$ cat src/design/svs_pkg.sv
// shared types and constants for the staggered grid velocity sampler
// no dependencies
package svs_pkg;

    localparam logic OP_WRITE  = 1'b0;
    localparam logic OP_SAMPLE = 1'b1;

    localparam logic signed [40:0] HALF_Q16 = 41'sd32768;
    localparam logic [16:0]        ONE_Q16  = 17'd65536;
    localparam logic signed [65:0] ROUND_HALF = 66'sd2147483648;
    localparam logic signed [33:0] SAT_MAX  = 34'sd2147483647;
    localparam logic signed [33:0] SAT_MIN  = -34'sd2147483648;

    // one classified request between front and back
    typedef struct packed {
        logic               is_sample;
        logic               wr_ok;
        logic [5:0]         cell_x;
        logic [5:0]         cell_y;
        logic signed [31:0] vel_x;
        logic signed [31:0] vel_y;
        logic signed [39:0] gx;
        logic signed [39:0] gy;
    } t_cmd;

    typedef enum logic [2:0] {
        BS_IDLE,
        BS_ADDR,
        BS_LO,
        BS_HI,
        BS_ACC,
        BS_RND
    } t_bstate;

endpackage

$ cat src/design/svs_fifo.sv
// two-entry request queue between front and back
// depends on svs_pkg
module svs_fifo
    import svs_pkg::*;
(
    input  logic i_clk,
    input  logic i_rst_n,
    input  logic i_push_valid,
    output logic o_push_ready,
    input  t_cmd i_push_cmd,
    output logic o_pop_valid,
    input  logic i_pop_ready,
    output t_cmd o_pop_cmd
);
    t_cmd       r_ent [2];
    logic       r_wp, r_rp;
    logic [1:0] r_cnt;
    logic       w_push, w_pop;

    assign o_push_ready = (r_cnt != 2'd2);
    assign o_pop_valid  = (r_cnt != 2'd0);
    assign o_pop_cmd    = r_ent[r_rp];
    assign w_push = i_push_valid & o_push_ready;
    assign w_pop  = o_pop_valid & i_pop_ready;

    always_ff @(posedge i_clk) begin
        if (!i_rst_n) begin
            r_wp  <= 1'b0;
            r_rp  <= 1'b0;
            r_cnt <= 2'd0;
        end else begin
            if (w_push) r_wp <= ~r_wp;
            if (w_pop)  r_rp <= ~r_rp;
            r_cnt <= r_cnt + 2'(w_push) - 2'(w_pop);
        end
    end

    always_ff @(posedge i_clk) begin
        if (w_push) r_ent[r_wp] <= i_push_cmd;
    end
endmodule

$ cat config.mk
export PLATFORM = sky130hd
export DESIGN_NAME = svs_fifo
export DESIGN_NICKNAME = d
export VERILOG_FILES = /design/src/design/svs_pkg.sv /design/src/design/svs_fifo.sv
export SDC_FILE = /design/constraint.sdc
export NUM_CORES = 1
export LEC_CHECK = 0
export CAP_MARGIN = 20
export CORE_ASPECT_RATIO = 0.9
export CORE_MARGIN = 3
export CORE_UTILIZATION = 55
export DETAILED_ROUTE_END_ITERATION = 10
export DONT_BUFFER_PORTS = 1
export PLACE_DENSITY_LB_ADDON = 0.3
export RECOVER_POWER = 50
export SLEW_MARGIN = 10
export SYNTH_ARGS = -nofsm -noshare
export SYNTH_HDL_FRONTEND = slang
export SYNTH_SLANG_ARGS = --single-unit
$ cat constraint.sdc
create_clock -name i_clk -period 10.3 [get_ports i_clk]
set_clock_uncertainty 0.05 [all_clocks]
set_input_delay 1.03 -clock i_clk [delete_from_list [all_inputs] [get_ports i_clk]]
set_output_delay 1.03 -clock i_clk [all_outputs]
set_load 0.02 [all_outputs]
======== After elaboration in Yosys (flattened, before gate mapping) ========
Memories as Yosys holds them, arrays and structs flattened. A register that Yosys moved wholly into a read port is not among the register bits.
Cells that the tools add are included.
Widths: inputs -> output; s select.
storage, ports and cells
  register bits after elaboration ......... 4
  RAM bits ................................ 316
  bits of input ports ..................... 162
  output and inout bits ................... 160
  word-level logic and storage cells ...... 16
  memories kept ........................... 1
memory list
  name   words  bits a word  rd ports  clocked after memory_dff  wr ports  line            source
  r_ent  2      158          1         1                         1         svs_fifo.sv:15  t_cmd r_ent [2];
operators by class
  add/sub/neg operators ................... 2
  equal/unequal tests ..................... 1
  multiplexer cells ....................... 4
  bitwise operators ....................... 4
  reductions and logical operators ........ 1
operators with widths
  operator            count
  $mux 1              4
  $add 2x1->2         1
  $and 1x1->1         2
  $ne 2x2->1 const B  1
  $not 1->1           2
  $reduce_bool 2->1   1
  $sub 2x1->2         1

======== Depth between registers and ports, before layout ========
  word-level depth ........................ 4
  depth in mapped cells ................... 8

======== Worst setup path after synthesis ========
No wires, ideal clock.
  kind .................................... input-to-reg
  from .................................... input i_push_valid
  to ...................................... memory r_ent[0][0] (netlist name) (enable)
  library setup time ...................... 0.678 ns
  arrival ................................. 7.688 ns
  data required time ...................... 9.572 ns
  setup slack ............................. 1.884 ns
  stages .................................. 2
  path buffers ............................ 0
  cells stage by stage .................... nand2_1 -> nor2_1
on the way
  cells in the longest elaborated chain, start to end .. 3
RTL lines
  what                          line            source
  from (decl)                   svs_fifo.sv:8   input logic i_push_valid,
  $and 1x1->1                   svs_fifo.sv:23  assign w_push = i_push_valid & o_push_ready;
  $mux 1                        svs_fifo.sv:39  if (w_push) r_ent[r_wp] <= i_push_cmd;
  $mux 1 (not written as such)  svs_fifo.sv:39
  to (decl)                     svs_fifo.sv:15
Every way passes these cells.

======== Worst setup path after layout ========
  from .................................... register r_cnt[0]
  to ...................................... memory r_ent[1][76] (netlist name) (enable)
on the way
  cells in the longest elaborated chain, start to end .. 4
RTL lines
  what                          line            source
  from (decl)                   svs_fifo.sv:17  logic [1:0] r_cnt;
  from (signal assigned)        svs_fifo.sv:34  r_cnt <= r_cnt + 2'(w_push) - 2'(w_pop);
  $ne 2x2->1                    svs_fifo.sv:20  assign o_push_ready = (r_cnt != 2'd2);
  net o_push_ready              svs_fifo.sv:9   output logic o_push_ready,
  $and 1x1->1                   svs_fifo.sv:23
  $mux 1                        svs_fifo.sv:39
  $mux 1 (not written as such)  svs_fifo.sv:39
The timed path passes the listed nets, and every way through them passes these cells.

==> metrics.cfg <==
[run_status]
failed_checks=max-capacitance violations, max-slew violations
status=finished with violations

[worst_hold_path]
hold_class=register to register
holdPathStages=2

[clocking]
cts_htree_levels=1
cts_root_buf=clkbuf_16
tritoncts=yes
post_cts_resized=0
cts.clk_slew.worst_paths_ps=60
cts_buffer_depth=3
cts_hold_buffers=0
insertion_delay_ps=540
numCtsBuffers=31
cts_setup_buffers=0
numClockSinks=321

[yosys]
synth_top_area_share_pct=78.62
synth-warning-count=0
async_flop_share_pct=0
synth_mux_area_share_pct=17.97
synth_compound_area_share_pct=0.06220
synth_top_area_cell=edfxtp_1
syn_inst=516
synth-simple-area-share_pct=0.5080
syn_area_um2=12070
synth_flop_cell=edfxtp_1
syn-mean-instance-area_um2=23.39
synth_common_cells=edfxtp_1, mux2_4, mux2_2
synth.yosys.seq_area_share_pct=79.45
ys_ff_latch=321
synth_cell_types=19
syn-num-nets=680
yosys.area_share.adder_pct=0.2073
synth_top_family_by_area=multiplexers
yosysMostFrequentCell=edfxtp_1
synth.area.top_cells=edfxtp_1, mux2_4, mux2_2
synth_xor_area_share_pct=0.2177
synth-edff-count=316

[route]
routed_wl_mm=20.81
drc=0
viasPerCell=5.565
post_drt_wl_per_cell_um=24.60
postRouteAntennaNets=0
first_pass_iters=4
route.vias.total=4708
dr.first_iter.drc_count=271

[power]
power.total_w=0.003654
cellLeakagePower_nw=4.507
p_per_area_nw_per_um2=274.7
peakVddDrop_mv=0.2287

[timing]
worst_slack_ps=4574
finalSetupViolations=0
slew-limit-headroom_pct=-136.5
layout_min_cycle_time_ps=5726
min_period_over_period_pct=55.59
worst_slew_pin_slew_ps=3547
drv_slew=64
final_hold_viol_count=0
rsz0062_at_grt=false
final.setup.tns_ps=0
fmax_ghz=0.1746

[worst_setup_path]
critPathMaxStageDelay_ps=2540
path_buf_inv=2
path_depth=4
end_kind=register
ff2ff_path_depth=4
arrival_ps=5820
cpLargestDelayFamily=buffers and inverters
crit_chain=nand2b_1 -> and3_1 -> clkbuf_1 -> buf_4
startpoint_type=register
cp_max_fo=77
required_ps=10390
path_class=register to register
cp_slowest_cell=clkbuf_1

[grt]
track_usage_pct=16.73
grt_pass1_vias=5010
antenna_found_initial=0
grt-ovfl-total=0
grt_pass1_wl_mm=30.34
grt_max_degree=152

[placed_design]
io_buffers=0
gp_congestion=0.7764
dpl_worst_slack_ps=6868
dp_hpwl_mm=13.87

[die]
core_um2=21150
rows=50
die_area_um2=23760
initial_core_util_pct=57.08
fp.dieH_um=146.5
io_pins=322
die_w_um=162.1

[layout]
syn_to_final_growth_pct=10.23
nNetsFinal=700
layout-drive-gt1-share_pct=36.79
diodes=0

[run]
drv_cap=1

worst reg2reg max path, cell delays in order, from the launching register on:
cell and delay [ps]:
dfxtp_1 380, nand2b_1 340, and3_1 800, clkbuf_1 2540, buf_4 1150
per-stage QoR:
stage | instances | instance area, µm² | hold WS [ps] | util (%)
4_1_cts | 845 | 13310 | 493.7 | 62.96
5_1_grt | 846 | 13300 | 478.2 | 62.92
3_3_place_gp | 788 | 12300 | 467.0 | 58.16
6_report | 846 | 13300 | 469.2 | 62.92
3_5_place_dp | 788 | 12300 | 483.5 | 58.16
2_1_floorplan | 516 | 12070 | 404.9 | -
power breakdown:
| part | leakage, nW | switching [W] | total [W] | internal (W) |
|---|---|---|---|---|
| registers | 2.99 | 0.0000628 | 0.00171 | 0.00165 |
| logic | 1.02 | 0.000523 | 0.000831 | 0.000308 |
| clock network | 0.492 | 0.000435 | 0.00111 | 0.000677 |
layout by cell type, fill, tap and decap left out, types with 2 or more instances in the layout:
cell       count
edfxtp_1     316
mux2_4       101
mux2_2        57
clkbuf_16     31
clkbuf_1      11
bufinv_16      5
clkinv_2       5
clkinv_1       5
dfxtp_1        4
xnor2_1        3
buf_4          3
nand2b_1       2
nand2_1        2
nor2b_1        2
and2_1         2
ha_1           2
final cells by class:
| type | count | area [µm²] |
|---|---|---|
| clock buffers | 41 | 813.3 |
| well taps | 286 | 357.8 |
| flip-flops and latches | 321 | 9593 |
| repair buffers | 5 | 46.29 |
| clock inverters | 16 | 201.4 |
| inverters | 1 | 3.754 |
| multi-input cells | 176 | 2288 |
| fillers | 1435 | 7841 |
state kept, by name, indices dropped and copies added (netlist names), named ones only:
signal,count
r_cnt,2
r_ent,316
r_rp,1
r_wp,1
path summary, 6_finish.rpt:
path                                      to      from  slack, ps
worst min register to register          r_wp      r_wp        470
worst max register to register  r_ent[1][76]  r_cnt[0]       4570
worst min-delay path                    r_wp      r_wp        470
worst max-delay path            r_ent[1][76]  r_cnt[0]       4570
logic make-up (layout without fill, tap and decap cells):
group	count (synthesis)	after routing
xor+xnor	3	3
compound gates	1	1
flops	321	321
simple gates	11	11
fa+ha+maj	2	2
mux	159	159
buf+inv	19	63
layer usage:
metal  share of wire, %  vias up  GRT usage, %
li1                   -     2087             -
met1                 34     2329         18.33
met5                  0        -             0
met3                 14       40         8.936
met2                 50      252         28.21
met4                3.1        0         5.160
Note: power is estimated with default switching activity, not from simulation.
